## src/sv/frac_pkg.sv

```systemverilog
package frac_pkg;

	typedef logic [2:0] step_t;

	typedef enum logic [2:0] {
		OP_NONE     = 3'd0,
		OP_LOAD     = 3'd1,
		OP_SHIFT2   = 3'd2,
		OP_GCD      = 3'd3,
		OP_DIV_INIT = 3'd4,
		OP_DIV      = 3'd5,
		OP_RESULT   = 3'd6
	} op_t;

	typedef enum logic [2:0] {
		C_NEVER     = 3'd0,
		C_NO_REQ    = 3'd1,
		C_ZERO      = 3'd2,
		C_BOTH_EVEN = 3'd3,
		C_A_NE_B    = 3'd4,
		C_DIV_MORE  = 3'd5,
		C_NO_ACK    = 3'd6
	} cond_t;

	typedef struct packed {
		op_t   op;
		cond_t cond;
		step_t target;
	} ucode_t;

	typedef struct packed {
		logic zero;
		logic both_even;
		logic a_ne_b;
		logic div_last;
	} flags_t;

	localparam step_t S_WAIT     = 3'd0;
	localparam step_t S_CHK      = 3'd1;
	localparam step_t S_TWOS     = 3'd2;
	localparam step_t S_GCD      = 3'd3;
	localparam step_t S_DIV_INIT = 3'd4;
	localparam step_t S_DIV      = 3'd5;
	localparam step_t S_RESULT   = 3'd6;
	localparam step_t S_OUT      = 3'd7;

	// taken condition jumps to target, otherwise fall through to the next step
	function automatic ucode_t ucode_rom(step_t pc);
		ucode_t w;
		unique case (pc)
			S_WAIT:     w = '{op: OP_LOAD,     cond: C_NO_REQ,    target: S_WAIT};
			S_CHK:      w = '{op: OP_NONE,     cond: C_ZERO,      target: S_OUT};
			S_TWOS:     w = '{op: OP_SHIFT2,   cond: C_BOTH_EVEN, target: S_TWOS};
			S_GCD:      w = '{op: OP_GCD,      cond: C_A_NE_B,    target: S_GCD};
			S_DIV_INIT: w = '{op: OP_DIV_INIT, cond: C_NEVER,     target: S_WAIT};
			S_DIV:      w = '{op: OP_DIV,      cond: C_DIV_MORE,  target: S_DIV};
			S_RESULT:   w = '{op: OP_RESULT,   cond: C_NEVER,     target: S_WAIT};
			S_OUT:      w = '{op: OP_NONE,     cond: C_NO_ACK,    target: S_OUT};
		endcase
		return w;
	endfunction

endpackage

```

## src/sv/frac_if.sv

```systemverilog
interface frac_in_if #(parameter int W = 16) ();
	logic         valid;
	logic         ready;
	logic [W-1:0] numerator;
	logic [W-1:0] denominator;

	modport source(output valid, numerator, denominator, input ready);
	modport sink(input valid, numerator, denominator, output ready);
endinterface

interface frac_out_if #(parameter int W = 16) ();
	logic         valid;
	logic         ready;
	logic [W-1:0] reduced_numerator;
	logic [W-1:0] reduced_denominator;

	modport source(output valid, reduced_numerator, reduced_denominator, input ready);
	modport sink(input valid, reduced_numerator, reduced_denominator, output ready);
endinterface

```

## src/sv/frac_dp.sv

```systemverilog
module frac_dp #(
	parameter int W = 16
) (
	input  logic            clk,
	input  frac_pkg::op_t   op,
	input  logic [W-1:0]    numerator,
	input  logic [W-1:0]    denominator,
	output frac_pkg::flags_t flags,
	output logic [W-1:0]    reduced_numerator,
	output logic [W-1:0]    reduced_denominator
);
	import frac_pkg::*;

	localparam int CW = $clog2(W);

	logic [W-1:0]  n_q, d_q, a_q, b_q;
	logic [W-1:0]  qn_q, rn_q, qd_q, rd_q;
	logic [CW-1:0] cnt_q;

	logic [W:0] remn, remd, remn_sub, remd_sub;
	logic       gten, gted;

	// one restoring divide step per cycle for both operands, shared divisor
	assign remn     = {rn_q, qn_q[W-1]};
	assign remd     = {rd_q, qd_q[W-1]};
	assign remn_sub = remn - {1'b0, a_q};
	assign remd_sub = remd - {1'b0, a_q};
	assign gten     = remn >= {1'b0, a_q};
	assign gted     = remd >= {1'b0, a_q};

	assign flags.zero      = (n_q == '0) || (d_q == '0);
	assign flags.both_even = !n_q[0] && !d_q[0];
	assign flags.a_ne_b    = a_q != b_q;
	assign flags.div_last  = cnt_q == CW'(W - 1);

	assign reduced_numerator   = n_q;
	assign reduced_denominator = d_q;

	always_ff @(posedge clk) begin
		unique case (op)
			OP_LOAD: begin
				n_q <= numerator;
				d_q <= denominator;
			end
			OP_SHIFT2: begin
				// common twos cancel; odd-part gcd follows
				if (flags.both_even) begin
					n_q <= n_q >> 1;
					d_q <= d_q >> 1;
				end else begin
					a_q <= n_q;
					b_q <= d_q;
				end
			end
			OP_GCD: begin
				priority if (!a_q[0]) begin
					a_q <= a_q >> 1;
				end else if (!b_q[0]) begin
					b_q <= b_q >> 1;
				end else if (a_q > b_q) begin
					a_q <= a_q - b_q;
				end else if (b_q > a_q) begin
					b_q <= b_q - a_q;
				end else begin
					// equal: the loop leaves on this step
				end
			end
			OP_DIV_INIT: begin
				qn_q  <= n_q;
				qd_q  <= d_q;
				rn_q  <= '0;
				rd_q  <= '0;
				cnt_q <= '0;
			end
			OP_DIV: begin
				rn_q  <= gten ? remn_sub[W-1:0] : remn[W-1:0];
				rd_q  <= gted ? remd_sub[W-1:0] : remd[W-1:0];
				qn_q  <= {qn_q[W-2:0], gten};
				qd_q  <= {qd_q[W-2:0], gted};
				cnt_q <= cnt_q + CW'(1);
			end
			OP_RESULT: begin
				n_q <= qn_q;
				d_q <= qd_q;
			end
			default: begin
			end
		endcase
	end

endmodule

```

## src/sv/fraction_reducer.sv

```systemverilog
// Reduces numerator/denominator to lowest terms, one transaction at a time; a pair with a
// zero in it comes back unchanged. A small microprogram steps a shift/subtract datapath:
// shared factors of two are stripped first, a binary gcd loop finds the odd divisor, then
// both values go through a bit-serial restoring divide of VALUE_WIDTH steps. A zero operand
// goes from the zero check straight to the output step; otherwise the result follows the
// twos, gcd, divide-init, divide and result steps in that order. The next transaction
// is taken in the cycle after the result is handed over.
module fraction_reducer #(
	parameter int VALUE_WIDTH = 16
) (
	input logic       clk,
	input logic       arst_n,
	frac_in_if.sink   req,
	frac_out_if.source rsp
);
	import frac_pkg::*;

	step_t  pc_q;
	ucode_t uw;
	flags_t flags;
	logic   taken;

	assign uw = ucode_rom(pc_q);

	always_comb begin
		unique case (uw.cond)
			C_NEVER:     taken = 1'b0;
			C_NO_REQ:    taken = !req.valid;
			C_ZERO:      taken = flags.zero;
			C_BOTH_EVEN: taken = flags.both_even;
			C_A_NE_B:    taken = flags.a_ne_b;
			C_DIV_MORE:  taken = !flags.div_last;
			C_NO_ACK:    taken = !rsp.ready;
			default:     taken = 1'b0;
		endcase
	end

	always_ff @(posedge clk or negedge arst_n) begin
		if (!arst_n) begin
			pc_q <= S_WAIT;
		end else begin
			pc_q <= taken ? uw.target : pc_q + step_t'(1);
		end
	end

	assign req.ready = pc_q == S_WAIT;
	assign rsp.valid = pc_q == S_OUT;

	frac_dp #(.W(VALUE_WIDTH)) u_dp (
		.clk                 (clk),
		.op                  (uw.op),
		.numerator           (req.numerator),
		.denominator         (req.denominator),
		.flags               (flags),
		.reduced_numerator   (rsp.reduced_numerator),
		.reduced_denominator (rsp.reduced_denominator)
	);

	a_one_at_a_time: assert property (@(posedge clk) disable iff (!arst_n)
		rsp.valid |-> !req.ready)
		else $error("input taken while a result is pending");

	a_accept_to_check: assert property (@(posedge clk) disable iff (!arst_n)
		req.valid && req.ready |=> pc_q == S_CHK)
		else $error("accepted transaction did not reach the zero check");

	a_gcd_exit: assert property (@(posedge clk) disable iff (!arst_n)
		pc_q == S_GCD && !flags.a_ne_b |=> pc_q == S_DIV_INIT)
		else $error("gcd loop did not hand over to the divider");

	a_div_hold: assert property (@(posedge clk) disable iff (!arst_n)
		pc_q == S_DIV && !flags.div_last |=> pc_q == S_DIV)
		else $error("divider left early");

endmodule
```

## src/flat_wrapper.sv

```systemverilog
// flat-port wrapper written by rule: the top's interface ports become plain ports
module fraction_reducer_flat import frac_pkg::*;
#(
	parameter int VALUE_WIDTH = 16
)
  (clk, arst_n, req_valid, req_numerator, req_denominator, req_ready, rsp_valid, rsp_reduced_numerator, rsp_reduced_denominator, rsp_ready);
  frac_in_if req_i ();
  frac_out_if rsp_i ();
  input logic clk;
  input logic arst_n;
  input wire logic [$bits(req_i.valid)-1:0] req_valid;
  input wire logic [$bits(req_i.numerator)-1:0] req_numerator;
  input wire logic [$bits(req_i.denominator)-1:0] req_denominator;
  output wire logic [$bits(req_i.ready)-1:0] req_ready;
  output wire logic [$bits(rsp_i.valid)-1:0] rsp_valid;
  output wire logic [$bits(rsp_i.reduced_numerator)-1:0] rsp_reduced_numerator;
  output wire logic [$bits(rsp_i.reduced_denominator)-1:0] rsp_reduced_denominator;
  input wire logic [$bits(rsp_i.ready)-1:0] rsp_ready;
  assign req_i.valid = req_valid;
  assign req_i.numerator = req_numerator;
  assign req_i.denominator = req_denominator;
  assign req_ready = req_i.ready;
  assign rsp_valid = rsp_i.valid;
  assign rsp_reduced_numerator = rsp_i.reduced_numerator;
  assign rsp_reduced_denominator = rsp_i.reduced_denominator;
  assign rsp_i.ready = rsp_ready;
  fraction_reducer #(.VALUE_WIDTH(VALUE_WIDTH)) u_core (.clk(clk), .arst_n(arst_n), .req(req_i), .rsp(rsp_i));
endmodule
```

## config.mk

```make
export PLATFORM = sky130hd
export DESIGN_NAME = fraction_reducer_flat
export DESIGN_NICKNAME = d
export VERILOG_FILES = /design/src/sv/frac_pkg.sv /design/src/sv/frac_if.sv /design/src/sv/frac_dp.sv /design/src/sv/fraction_reducer.sv /design/src/flat_wrapper.sv
export SDC_FILE = /design/constraint.sdc
export NUM_CORES = 1
export LEC_CHECK = 0
export BUFFER_PORTS_ARGS = -buffer_cell sky130_fd_sc_hd__buf_4
export CAP_MARGIN = 20
export CORE_UTILIZATION = 45
export CTS_CLUSTER_SIZE = 12
export DETAILED_ROUTE_END_ITERATION = 8
export GPL_TIMING_DRIVEN = 0
export PLACE_DENSITY = 0.69
export SLEW_MARGIN = 20
export SYNTH_ARGS = -nofsm -noshare
export SYNTH_HDL_FRONTEND = slang
export SYNTH_HIERARCHICAL = 1
export SYNTH_SLANG_ARGS = --single-unit
```

## constraint.sdc

```tcl
create_clock -name clk -period 18.1 [get_ports clk]
set_input_delay 2.715 -clock clk [delete_from_list [all_inputs] [get_ports clk]]
set_output_delay 2.715 -clock clk [all_outputs]
set_load 0.01 [all_outputs]
```

# After elaboration in Yosys (flattened, before gate mapping)
# Memories as Yosys holds them, arrays and structs flattened.
# Cells that the tools add are included.
[op_classes]
n_reduce_logical = 18
n_eq_ne = 22
n_mux = 24
magnitude_cmp = 4
add_sub_neg = 6
[ops]
columns = ["op", "count"]
rows = [
  ["$mux 16", 13],
  ["$pmux 16 s2", 6],
  ["$pmux 16 s3", 2],
  ["$sub 16x16->16", 4],
  ["$ge 17x16->1", 2],
  ["$gt 16x16->1", 2],
  ["$logic_not 16->1", 2],
  ["$eq 3x3->1 const B", 7],
  ["$ne 16x16->1", 1],
  ["$eq 3x2->1 const B", 4],
  ["$ne 3x3->1 const B", 4],
  ["$pmux 4 s2", 1],
  ["$eq 3x1->1 const B", 2],
  ["$pmux 1 s6", 1],
  ["$logic_not 1->1", 5],
  ["$reduce_and 5->1", 1],
  ["$add 4x1->4 const B", 1],
  ["$eq 4x4->1 const B", 1],
  ["$ne 2x2->1 const B", 2],
  ["$reduce_and 2->1", 2],
  ["$reduce_and 4->1", 1],
  ["$reduce_bool 2->1", 2],
  ["$add 3x1->3 const B", 1],
  ["$logic_not 3->1", 1],
  ["other kinds (6)", 6],
]
[word_totals]
register_bits = 135
input_bits = 36
mem_count = 1
rom_bits = 72
[mem_list]
columns = ["memory", "words", "width", "rd", "rd_clocked_by_memory_dff", "wr", "line", "text"]
rows = [
  ["(name not given)", 8, 9, 1, 0, 0, "frac_pkg.sv:50", "unique case (pc)"],
]

# Logic depth before layout (Yosys ltp)
[depth]
word_depth = 6
depth_mapped = 13

# Hierarchy
# Netlist, hierarchy kept.
[by_module_without_submodules]
columns = ["mod", "seq_area_each_um2", "cells_each", "area_each_um2", "n_inst"]
rows = [
  ["frac_dp", 3963.8, 1049, 9718.1, 1],
  ["fraction_reducer", 75.1, 47, 426.7, 1],
]

# Worst setup path after synthesis
# No wires, ideal clock.
[synth_path]
kind = "register to register"
from = "register u_core.pc_q[0]"
to = "register u_core.u_dp.qn_q[0], data pin"
synth_period_minus_slack_ns = 5.772
required_ns = 17.845
t_arrival_ns = 5.517
setup_ns = 0.255
stages_incl_launch_ff = 10
slack_ns = 12.328
cell_sequence = "dfrtp_1 > ha_1 > inv_1 > ha_1 > buf_2 > nor2b_1 > nand2_1 > clkbuf_1 > nand2_1 > nand2_1"
[synth_lines]
columns = ["element", "line", "text"]
rows = [
  ["from (decl)", "fraction_reducer.sv:18", "step_t pc_q;"],
  ["from (signal assigned)", "fraction_reducer.sv:42", "pc_q <= taken ? uw.target : pc_q + step_t'(1);"],
  ["to (signal assigned)", "frac_dp.sv:69", "qn_q <= n_q;"],
  ["to (signal assigned)", "frac_dp.sv:78", "qn_q <= {qn_q[W-2:0], gten};"],
  ["to (decl)", "frac_dp.sv:17", "logic [W-1:0] qn_q, rn_q, qd_q, rd_q;"],
]

# Worst setup path in the final report
[layout_path]
from = "register u_core.u_dp.a_q[0]"
to = "register u_core.u_dp.b_q[6] (enable)"
[layout_between]
elab_chain_cells = 3
[layout_lines]
columns = ["element", "line", "text"]
rows = [
  ["from (decl)", "frac_dp.sv:16", "logic [W-1:0] n_q, d_q, a_q, b_q;"],
  ["from (signal assigned)", "frac_dp.sv:51", "a_q <= n_q;"],
  ["from (signal assigned)", "frac_dp.sv:57", "a_q <= a_q >> 1;"],
  ["from (signal assigned)", "frac_dp.sv:61", "a_q <= a_q - b_q;"],
  ["$gt 16x16->1 (on tied branches)", "frac_dp.sv:62, frac_dp.sv:60", ""],
  ["$ne 3x3->1 (no line)", "--", ""],
  ["$reduce_and 5->1 (no line) (*)", "--", ""],
  ["to (signal assigned)", "frac_dp.sv:52", "b_q <= d_q;"],
  ["to (signal assigned)", "frac_dp.sv:59", "b_q <= b_q >> 1;"],
  ["to (signal assigned)", "frac_dp.sv:63", "b_q <= b_q - a_q;"],
  ["to (decl)", "frac_dp.sv:16", ""],
]
# Mark *: on every way between the ends. The rest lies on a longest branch, timed or not.
# A chain may end at the register's enable or synchronous reset.

==> flow_summary.ini <==
[logic_synthesis]
yosys_warnings = 6
ys_ff_latch = 135
synth_edf_count = 132
syn_area_per_cell_um2 = 9.256
netlist_area_um2 = 10140
synth_nets = 1209
syn-instance-count = 1096
synthArstFlopShare = 0.02222
ys_types = 80
ys_seq_area_frac = 0.3981
synth_ff_type = edfxtp_1

[grt]
antenna_found_initial = 0
grt_overflow = 0
gr-usage-all-layers = 0.2552
grt_pass1_vias = 8276
grt_max_degree = 22
grt_pass1_wl_mm = 45.60

[cts]
post-cts-setup-buffer-count = 0
clk_pin_slew_ns = 0.07
cts_buffers = 17
cts-root-buf = clkbuf_16
insertion_delay_ns = 0.44
ctsResizeCount = 0
cts_sinks = 135
cts.path.max_buffers = 2
htree_levels = 4
cts_hold_buf = 0
cts_tree = built

[route]
via_per_inst = 5.848
ant_nets = 0
wirelength_mm = 29.14
drt_iter0_drc = 647
drc_errors = 0
first_pass_iters = 4
post_drt_wl_per_cell_um = 19.67
dr_total_vias = 8661

[die]
core_area_um2 = 21960
start_util = 0.4620
die_area_um2 = 23150
die_w_um = 152.1
die_y_um = 152.1
ios = 70
fp-row-count = 54

[finish]
diodes = 0
nFillCells = 1955
layout-area-overhead-vs-synth_pct = 15.50
drive_above_1_share = 0.1415
nets = 1301
fin_util = 0.5336

[critical_path]
cp_top_family = buffers and inverters
startpoint = u_core/u_dp/a_q[0]
crit_type = reg2reg
path_max_fanout = 15
start_kind = flip-flop
crit_arrival_ns = 4.63
worst_setup_path_end_kind = flip-flop
path_cells = inv_1 > clkbuf_1 > ha_1 > inv_1 > fa_1 > a211oi_2 > o211ai_2 > nand3_2 > nand3_2 > nor3b_4 > buf_6 > o21a_1
max_stage_delay_ns = 0.69
cp_num_buf_inv = 4
worstReg2RegStart = u_core/u_dp/a_q[0]
worstPathRequired_ns = 18.16
cpMaxStageDelayCell = o21a_1

[hold_path]
min_path_type = reg2reg
worstHoldStart = u_core/u_dp/qd_q[8]

[sta]
tns_ns = 0
hold_violations = 0
period_needed_ns = 4.574
setup_viol = 0
drv_slew = 0
fmax_ghz = 0.2186
worstMarginPinSlew_ns = 0.9177
rsz0062_at_grt = false
max-slew-margin-rel = 0.3882
fin_crit_sh = 0.2527
finClkSkew_ns = 0.01376
hold_ws_ns = 0.5464

[place]
gp_congestion = 0.9608
dp_hpwl_mm = 22.09
port_buffers = 69

[outcome]
status = completed

[run]
max-cap-violations = 0
flip-flops by register name, summed over array words and instances (netlist names):
name                             count
u_core/u_dp/rd_q                    16
u_core/u_dp/qd_q                    16
u_core/pc_q                          3
u_core/u_dp/b_q                     16
u_core/u_dp/reduced_denominator     16
u_core/u_dp/a_q                     16
u_core/u_dp/cnt_q                    4
u_core/u_dp/qn_q                    16
u_core/u_dp/reduced_numerator       16
u_core/u_dp/rn_q                    16
worst min-delay path, cell delays in order (launching register included):
cell	delay, ns
edfxtp_1	0.35
nand2_1	0.05
nand2_1	0.05
kinds of logic after synthesis:
logic type / Yosys count / share of synthesized area
AND/OR/NAND/NOR: 401 / 0.1767
AO/OA/AOI/OAI: 273 / 0.1833
flip-flops: 135 / 0.3981
buffers and inverters: 105 / 0.04625
adder cells (fa/ha/maj): 77 / 0.09793
multiplexers: 56 / 0.05538
XOR/XNOR: 49 / 0.04230
per-layer routing:
layer | track usage | wire length, µm | vias to the layer above
li1 | - | - | 4145
met1 | 0.3330 | 12560 | 4141
met2 | 0.4264 | 14010 | 324
met3 | 0.04152 | 1852 | 51
met4 | 0.09427 | 723 | 0
met5 | 0 | 0 | -
area by class of cell:
| cell class | instances | area, µm² | share of cell area |
|---|---|---|---|
| inverters | 51 | 191.4 | 0.01634 |
| flip-flops and latches | 135 | 4039 | 0.3447 |
| clock buffers | 17 | 425.4 | 0.03631 |
| repair buffers | 73 | 628.1 | 0.05360 |
| well taps | 280 | 350.3 | 0.02990 |
| multi-input cells | 856 | 5655 | 0.4826 |
| clock inverters | 15 | 150.1 | 0.01281 |
| plain buffers | 54 | 277.8 | 0.02371 |
synthesized netlist by cell type, types with 13 or more instances:
master | number | share of area
nand3_1 | 17 | 0.0084
clkbuf_1 | 31 | 0.011
edfxtp_1 | 132 | 0.39
inv_1 | 49 | 0.018
mux2i_1 | 55 | 0.054
nor2_1 | 98 | 0.036
nor3_1 | 15 | 0.0074
nand2b_1 | 13 | 0.0080
o21ai_0 | 75 | 0.037
a21oi_1 | 75 | 0.037
xnor2_1 | 30 | 0.026
ha_1 | 73 | 0.090
xor2_1 | 19 | 0.016
a21o_1 | 14 | 0.010
nand2_1 | 193 | 0.071
cells in the final DEF, fill, tap and decap left out, drive strengths merged, types with 16 or more instances in the layout:
| cell type | synthesis | final |
|---|---|---|
| clkbuf | 31 | 48 |
| a211oi | 16 | 16 |
| xor2 | 19 | 19 |
| xnor2 | 30 | 30 |
| o21ai | 79 | 79 |
| buf | 23 | 96 |
| mux2i | 55 | 55 |
| inv | 51 | 62 |
| a21oi | 77 | 77 |
| edfxtp | 132 | 132 |
| ha | 73 | 73 |
| nand3 | 19 | 19 |
| nand2 | 194 | 194 |
| nor2 | 98 | 98 |
stage by stage:
stage / setup slack, ns / instance area (µm²) / std cells
floorplan: 12.33 / 10140 / 1096
global placement: 8.948 / 11010 / 1445
detailed placement: 13.57 / 11140 / 1449
CTS: 13.55 / 11720 / 1481
global route: 13.32 / 11720 / 1481
finish: 13.53 / 11720 / 1481
final timing paths:
path                                  endpoint  slack (ns)  depth (start not counted)
setup / recovery            u_core/u_dp/b_q[6]       13.53                         12
setup reg to reg            u_core/u_dp/b_q[6]       13.53                         12
min in group asynchronous       u_core/pc_q[0]        2.06                          1
hold / removal             u_core/u_dp/qd_q[9]        0.55                          2
max in group asynchronous       u_core/pc_q[2]       15.95                          1
hold reg to reg            u_core/u_dp/qd_q[9]        0.55                          2
Power is not shown: default switching activity piles up to over one toggle a cycle in this logic, so the estimate is an artifact.
